==> src/rtl/core/drrip_ram.sv <==
module drrip_ram #(
  parameter int unsigned Width = 8,
  parameter int unsigned Depth = 256
) (
  input  logic                     clk_i,
  input  logic                     we_i,
  input  logic [$clog2(Depth)-1:0] waddr_i,
  input  logic [Width-1:0]         wdata_i,
  input  logic                     re_i,
  input  logic [$clog2(Depth)-1:0] raddr_i,
  output logic [Width-1:0]         rdata_o
);

  logic [Width-1:0] mem_q [Depth];
  logic [Width-1:0] rdata_q;

  always_ff @(posedge clk_i) begin
    if (we_i) begin
      mem_q[waddr_i] <= wdata_i;
    end
    if (re_i) begin
      rdata_q <= mem_q[raddr_i];
    end
  end

  assign rdata_o = rdata_q;

endmodule

==> config.mk <==
export PLATFORM = sky130hd
export DESIGN_NAME = drrip_ram
export DESIGN_NICKNAME = d
export VERILOG_FILES = /design/src/rtl/core/drrip_ram.sv
export SDC_FILE = /design/constraint.sdc
export NUM_CORES = 2
export LEC_CHECK = 0
export BUFFER_PORTS_ARGS = -buffer_cell sky130_fd_sc_hd__buf_2
export CAP_MARGIN = 20
export CELL_PAD_IN_SITES_DETAIL_PLACEMENT = 0
export CELL_PAD_IN_SITES_GLOBAL_PLACEMENT = 1
export CORE_ASPECT_RATIO = 1.1
export CORE_MARGIN = 2
export CORE_UTILIZATION = 25
export DETAILED_ROUTE_END_ITERATION = 7
export GPL_ROUTABILITY_DRIVEN = 1
export PLACE_DENSITY_LB_ADDON = 0.12
export SYNTH_ARGS = -nofsm -noshare
export SYNTH_HDL_FRONTEND = slang
export SYNTH_SLANG_ARGS = --single-unit
==> constraint.sdc <==
create_clock -name clk_i -period 4.3 [get_ports clk_i]
set_clock_uncertainty 0.2 [all_clocks]
set_input_delay 1.075 -clock clk_i [delete_from_list [all_inputs] [get_ports clk_i]]
set_output_delay 1.075 -clock clk_i [all_outputs]
set_load 0.05 [all_outputs]
==> parameters.txt <==
Parameter                              Value

Status
  Run status    complete, no violations

Cells and area
  Layout cells sized above 1    0.315
  Number of nets at the end of the flow    4391
  Final cell utilization of the core    0.304
  # fillers    30600
  Most frequent cells in the layout    sky130_fd_sc_hd__edfxtp_1 (2056), sky130_fd_sc_hd__buf_4 (533), sky130_fd_sc_hd__mux4_2 (454)
  Final Non-Filler Cells    8729
  Most common cell after layout, fill and taps aside    sky130_fd_sc_hd__edfxtp_1
  Area Growth Syn to Fin    21.2%

STA
  Slew @ Worst Pin    1.10 ns
  Maximum operating frequency    268 MHz
  Fin. max-slew vios    0
  Normalized max-slew margin    0.270
  Min Tclk post-route    3.73 ns
  Final worst path period share    0.867
  Final worst hold slack    0.361 ns
  Finish-stage setup viols    0
  Unrepaired setup endpoints after global routing    no
  Number of hold violations in the final report    0

Global routing
  Global-route wire length before repair    350 mm
  Vias in the first global route    41700
  Maximum number of pins on one net before global-route repair    134
  Global-route total usage across every layer    0.155
  Initial antenna violation count    18
  Overflow after GRT    0

CTS
  Root Buffer Master    sky130_fd_sc_hd__clkbuf_16
  Number of CTS-inserted buffers    237
  CTS H-tree depth    4
  Sink count of the clock tree    2056
  Clock-pin slew on the worst setup and hold paths    0.06 ns
  Number of instances resized during post-cts repair    0
  Post-CTS repair timing setup buffer count    0
  Deepest clock path buffer count    4
  Hold buffer count at cts    0
  Clock network latency to the later pin of the worst-skew pair    0.91 ns
  Clock tree from TritonCTS    done

Floorplan
  Standard-cell rows    217
  Die X-Extent    542 um
  Die Y    596 um
  Core ar.    0.317 mm^2
  Initial core utilization    0.251
  IO Count    35
  Area of the die    0.323 mm^2

Worst setup path
  Flop2flop setup slack    1.24 ns
  Nature of the critical path startpoint    primary input
  Kind of end point of the critical path    register
  R2R depth    7
  Largest driver fanout on the critical path    18
  Arrival time of data at the critical path endpoint    4.11 ns
  Endpoint of the lowest-slack register-to-register path    rdata_o[3]
  Startpoint of the most critical register-to-register path    mem_q[27][3]
  Critical path class    in -> reg
  Endpoint required time on the critical path    4.68 ns

Placed design
  Cell count after placement    8286
  Total half-perimeter wirelength after legalization and detailed placement    166 mm
  Final weighted congestion in routability-driven placement    0.756
  Count of buffers from port buffering    34

Yosys
  Simple-gate share of the synthesized area    0.0263
  Synthesized net count    3760
  Synthesis warning total    0
  Synth Flop Type    sky130_fd_sc_hd__edfxtp_1
  Asr flop ratio synth    0
  Library cell occupying the most area in the post-synthesis netlist    sky130_fd_sc_hd__edfxtp_1
  Sequential share of the synthesized area    0.775
  Share of the synthesized area in the top cell type    0.775
  Unique masters post-synth    54
  Top cells by area in the synthesized netlist    sky130_fd_sc_hd__edfxtp_1 (78%), sky130_fd_sc_hd__mux4_2 (13%), sky130_fd_sc_hd__mux2i_1 (1.7%), sky130_fd_sc_hd__nor2_1 (1.3%), sky130_fd_sc_hd__a22oi_1 (1.3%)
  Adder-cell share of the synthesized area    0
  Xor and xnor fraction of the mapped netlist area    0
  Compound-Gate Fraction of Synth Area    0.0342
  Synthesized area    0.0796 mm^2
  Synthesized instance count    3733
  Combinational family with the most area after synthesis    multiplexers
  Number of synthesized register bits    2056
  Post-synth EDFFs    2056
  Mean Syn Cell Area    21.3 um^2
  Multiplexer share of the synthesized area    0.146

Job
  Number of max-capacitance violations reported    0

Detailed routing
  Highest metal used    met5
  WL/cell    29.1 um
  Vias/cell    4.56
  Number of design rule violations left after detail routing    0
  TritonRoute pass-1 iters    5
  Number of design-rule violations left by the first detailed-router iteration    3354
  Antenna violation net count after detailed routing    0
  Post-detailed-routing wire length    254 mm
  Sum of met2 wire segment lengths after detailed routing    126 mm
  Length of routed met3 wiring    10.3 mm
  Wire length on met1    112 mm
  Via count of the routed design    39800

Hold path
  Hold wc startpoint    wdata_i[3]
  Hold depth    1
  Classification of the worst-slack hold path    in -> reg
  Hold path endpoint    mem_q[148][3]

Power and ir drop
  Standby leakage power    0.0304 uW
  Worst-case vdd ir drop    0.320 mV
  Power Density    459 mW/mm^2
==> sequential cells by signal, summed over array words and instances, names as in the netlist <==
name	flops
mem_q	2048
rdata_o	8
==> per-stage QoR <==
step | power, uW | setup slack (ns) | setup TNS, ns | area [um^2]
after global placement | 25000 | -0.896 | -2.62 | 88900
after floorplan | 23600 | 0.949 | 0 | 79600
final | 44400 | 0.574 | 0 | 96500
after detailed placement | 25100 | -0.453 | -1.71 | 89000
after global routing | 45900 | 0.566 | 0 | 96500
after CTS | 45100 | 0.511 | 0 | 96500
==> how the worst max path moves through the flow <==
stage | depth (start not counted) | slack, ns | startpoint | endpoint
2_1_floorplan | 9 | 0.95 | raddr_i[0] | rdata_o[2]
3_3_place_gp | 9 | -0.90 | raddr_i[0] | rdata_o[3]
3_5_place_dp | 9 | -0.45 | raddr_i[0] | rdata_o[3]
4_1_cts | 9 | 0.51 | raddr_i[0] | rdata_o[3]
5_1_grt | 9 | 0.57 | raddr_i[0] | rdata_o[3]
6_report | 9 | 0.57 | raddr_i[0] | rdata_o[3]
==> cells by family after synthesis <==
logic type,count (synthesis)
mux,591
compound gates,385
buf+inv,235
simple gates,466
flops,2056
==> routing by layer <==
layer	global-route usage	up-vias
li1	-	17000
met1	0.209	21600
met2	0.262	860
met3	0.0224	322
met4	0.0415	2
met5	0	-
==> worst max-delay path, stage by stage <==
cell and delay [ns]:
sky130_fd_sc_hd__buf_8 0.17, sky130_fd_sc_hd__buf_12 0.17, sky130_fd_sc_hd__buf_12 0.19, sky130_fd_sc_hd__buf_12 0.23, sky130_fd_sc_hd__mux4_2 0.55, sky130_fd_sc_hd__a22oi_1 0.47, sky130_fd_sc_hd__a21oi_1 0.25, sky130_fd_sc_hd__nor4_2 0.77
sky130_fd_sc_hd__nor4_1 0.11
==> cells in the mapped netlist (28+ instances only) <==
cell	n
sky130_fd_sc_hd__edfxtp_1	2056
sky130_fd_sc_hd__mux4_2	454
sky130_fd_sc_hd__nor2_1	282
sky130_fd_sc_hd__mux2i_1	134
sky130_fd_sc_hd__a22oi_1	133
sky130_fd_sc_hd__clkbuf_1	111
sky130_fd_sc_hd__a21oi_1	96
sky130_fd_sc_hd__o221ai_1	46
sky130_fd_sc_hd__nand3_1	34
sky130_fd_sc_hd__nand2_1	33
sky130_fd_sc_hd__buf_2	31
sky130_fd_sc_hd__nor2b_1	31
sky130_fd_sc_hd__o22ai_1	28
==> layout make-up <==
type                    instances  area, um^2  share of cell area
flip-flops and latches       2056       61700               0.639
multi-input cells            1442       16600               0.172
clock buffers                 286        6200              0.0642
repair buffers                625        5450              0.0564
well taps                    4161        5210              0.0539
clock inverters               143        1350              0.0140
diodes                         14        35.0            0.000363
inverters                       2        7.51           0.0000778
==> power breakdown <==
group          internal, uW  switching (uW)
Combinational           853            1540
Clock                 11600            8250
Sequential            22100            41.3
Total                 34500            9830
Note: power is estimated with default switching activity, not from simulation.
