File: config.mk
export PLATFORM = sky130hd
export DESIGN_NAME = drrip_stream_det
export DESIGN_NICKNAME = d
export VERILOG_FILES = /design/src/rtl/core/drrip_pkg.sv /design/src/rtl/core/drrip_stream_det.sv
export SDC_FILE = /design/constraint.sdc
export NUM_CORES = 1
export LEC_CHECK = 0
export ABC_AREA = 1
export BUFFER_PORTS_ARGS = -buffer_cell sky130_fd_sc_hd__buf_4
export CORE_MARGIN = 4
export CORE_UTILIZATION = 61
export DETAILED_ROUTE_END_ITERATION = 8
export PLACE_DENSITY = 0.91
export SKIP_LAST_GASP = 1
export SLEW_MARGIN = 20
export SYNTH_ARGS = -nofsm -noshare
export SYNTH_HDL_FRONTEND = slang
export SYNTH_SLANG_ARGS = --single-unit
File: constraint.sdc
create_clock -name vclk -period 13.7
set_clock_uncertainty 0.1 [all_clocks]
set_input_delay 2.055 -clock vclk [all_inputs]
set_output_delay 2.055 -clock vclk [all_outputs]
set_load 0.005 [all_outputs]
File: src/rtl/core/drrip_pkg.sv
package drrip_pkg;

  localparam int unsigned DEF_NUM_SETS      = 2048;
  localparam int unsigned DEF_NUM_WAYS      = 16;
  localparam int unsigned DEF_LEADER_COUNT  = 64;
  localparam int unsigned DEF_HIST_DEPTH    = 4;
  localparam int unsigned DEF_SELECTOR_BITS = 10;

  localparam int unsigned SET_IDX_W = 11;
  localparam int unsigned WAY_IDX_W = 4;
  localparam int unsigned ADDR_W    = 64;
  localparam int unsigned CFG_IDX_W = 2;
  localparam int unsigned CFG_DATA_W = 5;

  localparam logic [1:0] RRPV_FAR   = 2'd3;
  localparam logic [1:0] RRPV_SRRIP = 2'd2;
  localparam logic [1:0] RRPV_NEAR  = 2'd0;
  localparam logic [1:0] DEAD_FULL  = 2'd3;
  localparam logic [1:0] DEAD_RESET = 2'd1;

  localparam logic OP_QUERY  = 1'b0;
  localparam logic OP_UPDATE = 1'b1;

  typedef enum logic [CFG_IDX_W-1:0] {
    CFG_DECAY_LOG2,
    CFG_STREAM_THR,
    CFG_DEAD_THR,
    CFG_BIP_LOG2
  } cfg_idx_e;

  typedef enum logic [1:0] {
    SIGN_ZERO = 2'd0,
    SIGN_POS  = 2'd1,
    SIGN_NEG  = 2'd2
  } sign_e;

endpackage

File: src/rtl/core/drrip_stream_det.sv
module drrip_stream_det #(
  parameter int unsigned HistDepth = drrip_pkg::DEF_HIST_DEPTH,
  localparam int unsigned PtrW = $clog2(HistDepth),
  localparam int unsigned RowW = drrip_pkg::ADDR_W + 2 * HistDepth + PtrW
) (
  input  logic [RowW-1:0]              row_i,
  input  logic [drrip_pkg::ADDR_W-1:0] addr_i,
  input  logic [2:0]                   thresh_i,
  output logic [RowW-1:0]              row_o,
  output logic                         stream_o
);

  localparam int unsigned CntW = $clog2(HistDepth + 1);

  logic [drrip_pkg::ADDR_W-1:0] last;
  logic [drrip_pkg::ADDR_W-1:0] delta;
  logic [HistDepth-1:0][1:0]    signs, signs_n;
  logic [PtrW-1:0]              ptr, ptr_n;
  logic [1:0]                   code;
  logic [CntW-1:0]              pos, neg;

  assign last  = row_i[RowW-1 -: drrip_pkg::ADDR_W];
  assign signs = row_i[PtrW +: 2 * HistDepth];
  assign ptr   = row_i[PtrW-1:0];
  assign delta = addr_i - last;

  always_comb begin
    if (delta == '0) begin
      code = drrip_pkg::SIGN_ZERO;
    end else if (delta[drrip_pkg::ADDR_W-1]) begin
      code = drrip_pkg::SIGN_NEG;
    end else begin
      code = drrip_pkg::SIGN_POS;
    end
    signs_n = signs;
    ptr_n   = ptr;
    // an all-zero last address means no earlier access to this set
    if (last != '0) begin
      signs_n[ptr] = code;
      ptr_n = (ptr == PtrW'(HistDepth - 1)) ? '0 : ptr + 1'b1;
    end
    pos = '0;
    neg = '0;
    for (int i = 0; i < HistDepth; i++) begin
      if (signs_n[i] == drrip_pkg::SIGN_POS) pos = pos + 1'b1;
      if (signs_n[i] == drrip_pkg::SIGN_NEG) neg = neg + 1'b1;
    end
  end

  assign stream_o = (5'(pos) >= 5'(thresh_i)) || (5'(neg) >= 5'(thresh_i));
  assign row_o    = {addr_i, signs_n, ptr_n};

endmodule

==> results of run 1 <==
[cells in the final DEF, fill, tap and decap left out]
cell and count:
a21boi_0 2, a21oi_1 51, and2_1 6, and3_1 1
buf_4 216, fa_1 1, ha_1 79, inv_1 401
inv_2 10, nand2_1 613, nand2_2 21, nand2_4 3
nand3_1 72, nand3_2 7, nand3b_1 13, nand4_1 22
nor2_1 110, nor2_2 20, nor2_4 7, nor3_1 13
nor3_2 6, nor3_4 1, nor4_1 13, o2111ai_1 1
o21ai_0 22, o21ai_1 2, o21ai_2 2, o21bai_1 6
or2_2 6, xnor2_1 5, xor2_1 18
[layout make-up]
cell class                      instances  area [sq um]
Timing Repair Buffer                  216          1620
Inverter                              411          1540
Tap cell                              168           210
Multi-Input combinational cell       1123          5720
Fill cell                            1096          3110
[cell families after synthesis]
logic type,Yosys count
xor+xnor,23
fa+ha+maj,80
buf+inv,475
simple gates,934
compound gates,86
[report_power, final]
part | switching (mW) | internal [mW]
sequential | 0 | 0
clock | 0 | 0
combinational | 0.232 | 0.143
[critical path, delay by kind of cell]
family	cells	cell delay (ns)
buffers and inverters	6	0.58
and+or+nand+nor	20	2.17
xor gates and xnor gates	1	0.12
adders and majority gates	5	1.46
AOI/OAI and AO/OA	3	0.50
[per-stage QoR]
| step | setup slack (ns) | cell area (sq um) |
|---|---|---|
| 6_report | 4.65 | 9100 |
| 2_1_floorplan | 5.85 | 7750 |
| 4_1_cts | 4.75 | 9100 |
| 3_5_place_dp | 4.75 | 9100 |
| 3_3_place_gp | 4.95 | 9100 |
| 5_1_grt | 4.28 | 9100 |
[layer usage]
metal | share of wire [%] | global-route usage [%] | up-vias
met5 | 0 | 0 | -
met3 | 14 | 9.49 | 51
met4 | 2.5 | 8.14 | 0
met2 | 44 | 58.2 | 571
met1 | 39 | 45.1 | 4392
li1 | - | - | 5016
[worst max path at each step]
stage                   start        to  slack (ns)
finish              row_i[10]  stream_o        4.65
global route        row_i[12]  stream_o        4.28
CTS                 row_i[10]  stream_o        4.75
detailed placement  row_i[10]  stream_o        4.75
global placement    row_i[10]  stream_o        4.95
floorplan           addr_i[0]  stream_o        5.85
==> qor.yml, run 1 <==
global_routing:
  grt_start_max_net_pins: 7
  first_global_vias: 9024
  grt_pass1_wl_um: 41800
  grt_antenna_before_repair: 0
  grt_usage_pct: 35.0
  grt_overflow: 0
setup_path:
  cp_max_fo: 4
  cp-end-kind: "primary output"
  worst_setup_path_start_kind: "input port"
  required_ns: 11.55
  crit_top_cell: "nand2_1"
  critPathMaxStageDelay_ns: 0.44
  crit_arrival_ns: 6.89
  path_class: "input port to primary output"
  critPathSlowestCell: "fa_1"
die:
  fp-row-count: 40
  io_pins: 216
  core_sq_mm: 0.0122
  die_y_um: 121
  initial_core_util_pct: 63.4
  die_w_um: 121
  dieArea_sq_mm: 0.0146
clocking:
  postCtsSetupRepairBufs: 0
  cts_hold_buffers: 0
  cts_resized: 0
detailed_routing:
  wl_per_cell_um: 14.0
  drt_iter0_drc: 1099
  antenna_left: 0
  drcViolationCount: 0
  vias_per_cell: 5.23
  drtPass1Iterations: 6
  vias: 10000
  drt-total-wl_um: 26900
cells_and_area:
  utilization_pct: 74.5
  instances_no_fill: 1918
  layout-drive-gt1-share_pct: 17.1
  area_delta_synth_final_pct: 17.4
  num-clock-buffers: 0
  antenna_cells: 0
  nets: 1973
  register_area_sq_um: 0
  seq_cells: 0
hold_path:
  whs_endpoint: "row_o[17]"
  worstHoldStart: "addr_i[7]"
  hold_path_class: "input port to primary output"
  holdPathStages: 2
sta:
  min_period_over_period_pct: 66.1
  tns_ns: 0
  setup_viol: 0
  tightest_slew_ns: 0.930
  min_period_ns: 9.05
  hold_viol: 0
  rsz0062_at_grt: "no"
  drv_slew: 0
  whs_ns: 4.19
  slew_headroom_pct: 37.4
  fmax_mhz: 111
outcome:
  status: "finished clean"
placed_design:
  place_inst: 1918
  portBuffers: 216
  dpl.hpwl_um: 24400
  gp_congestion: 1.04
synthesis:
  synth_cell_types: 31
  synth_compound_area_share_pct: 5.96
  ys_seq_area_share_pct: 0
  synthXorXnorAreaFrac_pct: 2.60
  synth_most_common_cell: "nand2_1"
  synth_top_family_by_area: "simple AND/OR/NAND/NOR gates"
  postSynthNetCount: 1819
  yosys.area_share.simple_pct: 52.3
  synth.largest_area_cell: "nand2_1"
  synth_top_area_share_pct: 29.7
  synth_warnings: 0
  synth_fa_ha_area_share_pct: 13.0
  syn_area_per_cell_sq_um: 4.85
  synthesis.area_sq_mm: 0.00775
  synthMuxAreaShare_pct: 0
  synth_commonest_cells: "613 x nand2_1, 401 x inv_1, 110 x nor2_1, 79 x ha_1, 72 x nand3_1"
  syn-instance-count: 1598
  ys_top_cells_by_area: "nand2_1 30%, inv_1 19%, ha_1 13%"
power:
  power_uw: 375
  total_leakage_power_nw: 6.02
  power_density_mw_per_mm2: 41.2
  vdd_drop_max_mv: 0.0286
run:
  maxCapViolCount: 0
Power figures use the tool's default switching activity.
==> run 2, diff against run 1 <==
--- a/config.mk
+++ b/config.mk
@@ -8,9 +8,9 @@
 export ABC_AREA = 1
 export BUFFER_PORTS_ARGS = -buffer_cell sky130_fd_sc_hd__buf_4
 export CORE_MARGIN = 4
-export CORE_UTILIZATION = 61
+export CORE_UTILIZATION = 56
 export DETAILED_ROUTE_END_ITERATION = 8
-export PLACE_DENSITY = 0.91
+export PLACE_DENSITY = 0.85
 export SKIP_LAST_GASP = 1
 export SLEW_MARGIN = 20
 export SYNTH_ARGS = -nofsm -noshare
==> constraint.sdc (replaced) <==
create_clock -name vclk -period 8.7
set_clock_uncertainty 0.1 [all_clocks]
set_input_delay 1.305 -clock vclk [all_inputs]
set_output_delay 1.305 -clock vclk [all_outputs]
set_load 0.005 [all_outputs]
==> run 2 against run 1 <==
  * Critical path depth fell by 1
  * Sequential share of layout area unchanged
  * Via count fell by 2.4%
  * Count of clock-buffer cells in the layout unchanged
  * Sequential cell count did not move
  * Combinational power is 57% higher
  * Wire length up 2.3%
  * Critical endpoint unchanged
==> qor.yml, run 2 (synthesized netlist as in run 1, its figures left out) <==
cells_and_area:
  num-clock-buffers: 0  # unchanged
  final_common_cell: "nand2_1"  # unchanged
  antenna_cells: 0  # unchanged
  seq_cells: 0  # unchanged
  final_cell_mix: "613 x nand2_1, 401 x inv_1, 216 x buf_4"  # unchanged
  area_delta_synth_final_pct: 17.6  # was 17.4%
  nets: 1973  # unchanged
  register_area_sq_um: 0  # unchanged
  final.fill_count: 1335  # was 1096
  layout-drive-gt1-share_pct: 17.1  # unchanged
detailed_routing:
  drt_iter0_drc: 844  # was 1099
  drtPass1Iterations: 7  # was 6
  drcViolationCount: 0  # unchanged
  vias_per_cell: 5.08  # was 5.23
  antenna_left: 0  # unchanged
  vias: 9785  # was 10000
  wl_per_cell_um: 14.3  # was 14.0 um
  drt-total-wl_um: 27600  # was 26900 um
setup_path:
  crit_top_cell: "nand2_1"  # unchanged
  worst_setup_path_start_kind: "input port"  # unchanged
  required_ns: 7.30  # was 11.55 ns
  cp-end-kind: "primary output"  # unchanged
  critPathMaxStageDelay_ns: 0.41  # was 0.44 ns
  path_class: "input port to primary output"  # unchanged
  crit_arrival_ns: 6.03  # was 6.89 ns
  critPathSlowestCell: "ha_1"  # was fa_1
  cp_max_fo: 5  # was 4
power:
  p_clk_share_pct: 0  # about the same
  swShare_pct: 61.8  # was 61.9%
  power_uw: 588  # was 375 uW
  vdd_drop_max_mv: 0.0381  # was 0.0286 mV
  power_density_mw_per_mm2: 64.6  # was 41.2 mW/mm^2
  total_leakage_power_nw: 6.02  # unchanged
  p_switching_uw: 364  # was 232 uW
  p_int_uw: 224  # was 143 uW
  power_frac_comb_pct: 100.0  # about the same
  seqPwrFrac_pct: 0  # about the same
global_routing:
  grt_usage_pct: 32.9  # was 35.0%
  grt_start_max_net_pins: 7  # unchanged
  grt_pass1_wl_um: 43100  # was 41800 um
  grt_antenna_before_repair: 0  # unchanged
  first_global_vias: 8842  # was 9024
  grt_overflow: 0  # unchanged
placed_design:
  dpl.hpwl_um: 25000  # was 24400 um
  gp_congestion: 1.03  # was 1.04
  portBuffers: 216  # unchanged
die:
  dieArea_sq_mm: 0.0158  # was 0.0146 sq mm
  io_pins: 216  # unchanged
  initial_core_util_pct: 57.8  # was 63.4%
  die_y_um: 126  # was 121 um
  core_sq_mm: 0.0134  # was 0.0122 sq mm
  fp-row-count: 42  # was 40
  die_w_um: 126  # was 121 um
clocking:
  cts_resized: 0  # unchanged
  cts_hold_buffers: 0  # unchanged
  postCtsSetupRepairBufs: 0  # unchanged
sta:
  setup_viol: 0  # unchanged
  hold_viol: 0  # unchanged
  tns_ns: 0  # unchanged
  fmax_mhz: 134
  drv_slew: 0  # unchanged
  slew_headroom_pct: 54.9  # was 37.4%
  min_period_ns: 7.44
  rsz0062_at_grt: "no"  # unchanged
  tightest_slew_ns: 0.671  # was 0.930 ns
  min_period_over_period_pct: 85.5
run:
  maxCapViolCount: 0  # unchanged
outcome:
  status: "finished clean"  # unchanged
hold_path:
  hold_path_class: "input port to primary output"  # unchanged
==> run 2: worst paths after layout <==
| check | start | end | slack (ns) | cells after the start |
|---|---|---|---|---|
| setup / recovery | row_i[29] | stream_o | 1.26 | 34 |
| hold / removal | addr_i[18] | row_o[28] | 2.69 | 2 |
==> run 2: metal layers <==
| metal | wire length, um | global-route usage (%) |
|---|---|---|
| met4 | 591 | 5.87 |
| met5 | 0 | 0 |
| met1 | 11900 | 45.8 |
| met2 | 12100 | 53.7 |
| met3 | 3060 | 6.27 |
==> run 2: cell type report <==
class	instances	area [sq um]	area share (%)
Multi-Input combinational cell	1123	5720	62.8
Timing Repair Buffer	216	1620	17.8
Inverter	411	1540	16.9
Tap cell	176	220	2.42
==> run 2: stage by stage <==
stage                     instance area (sq um)  instances  hold WS (ns)  util [%]  worst slack (ns)
after floorplan                            7750       1598          2.59         -              2.35
after global placement                     9110       1926          2.69      68.0              1.46
after detailed placement                   9110       1926          2.69      68.0              1.36
after CTS                                  9110       1926          2.69      68.0              1.35
after global routing                       9110       1926          2.69      68.0             0.865
final                                      9110       1926          2.69      68.0              1.26
==> run 2: worst max-delay path: cells and delay by family <==
kind	cells	cell delay [ns]
AND/OR/NAND/NOR	19	2.38
adder cells (fa/ha/maj)	4	1.19
AO/OA/AOI/OAI	3	0.41
buffers and inverters	7	0.62
XOR/XNOR	1	0.11
==> run 2: power groups by stage <==
stage                     Clock, mW  Combinational [mW]  Sequential, mW
after detailed placement          0               0.572               0
after global routing              0               0.655               0
after CTS                         0               0.575               0
after floorplan                   0               0.387               0
final                             0               0.588               0
after global placement            0               0.564               0
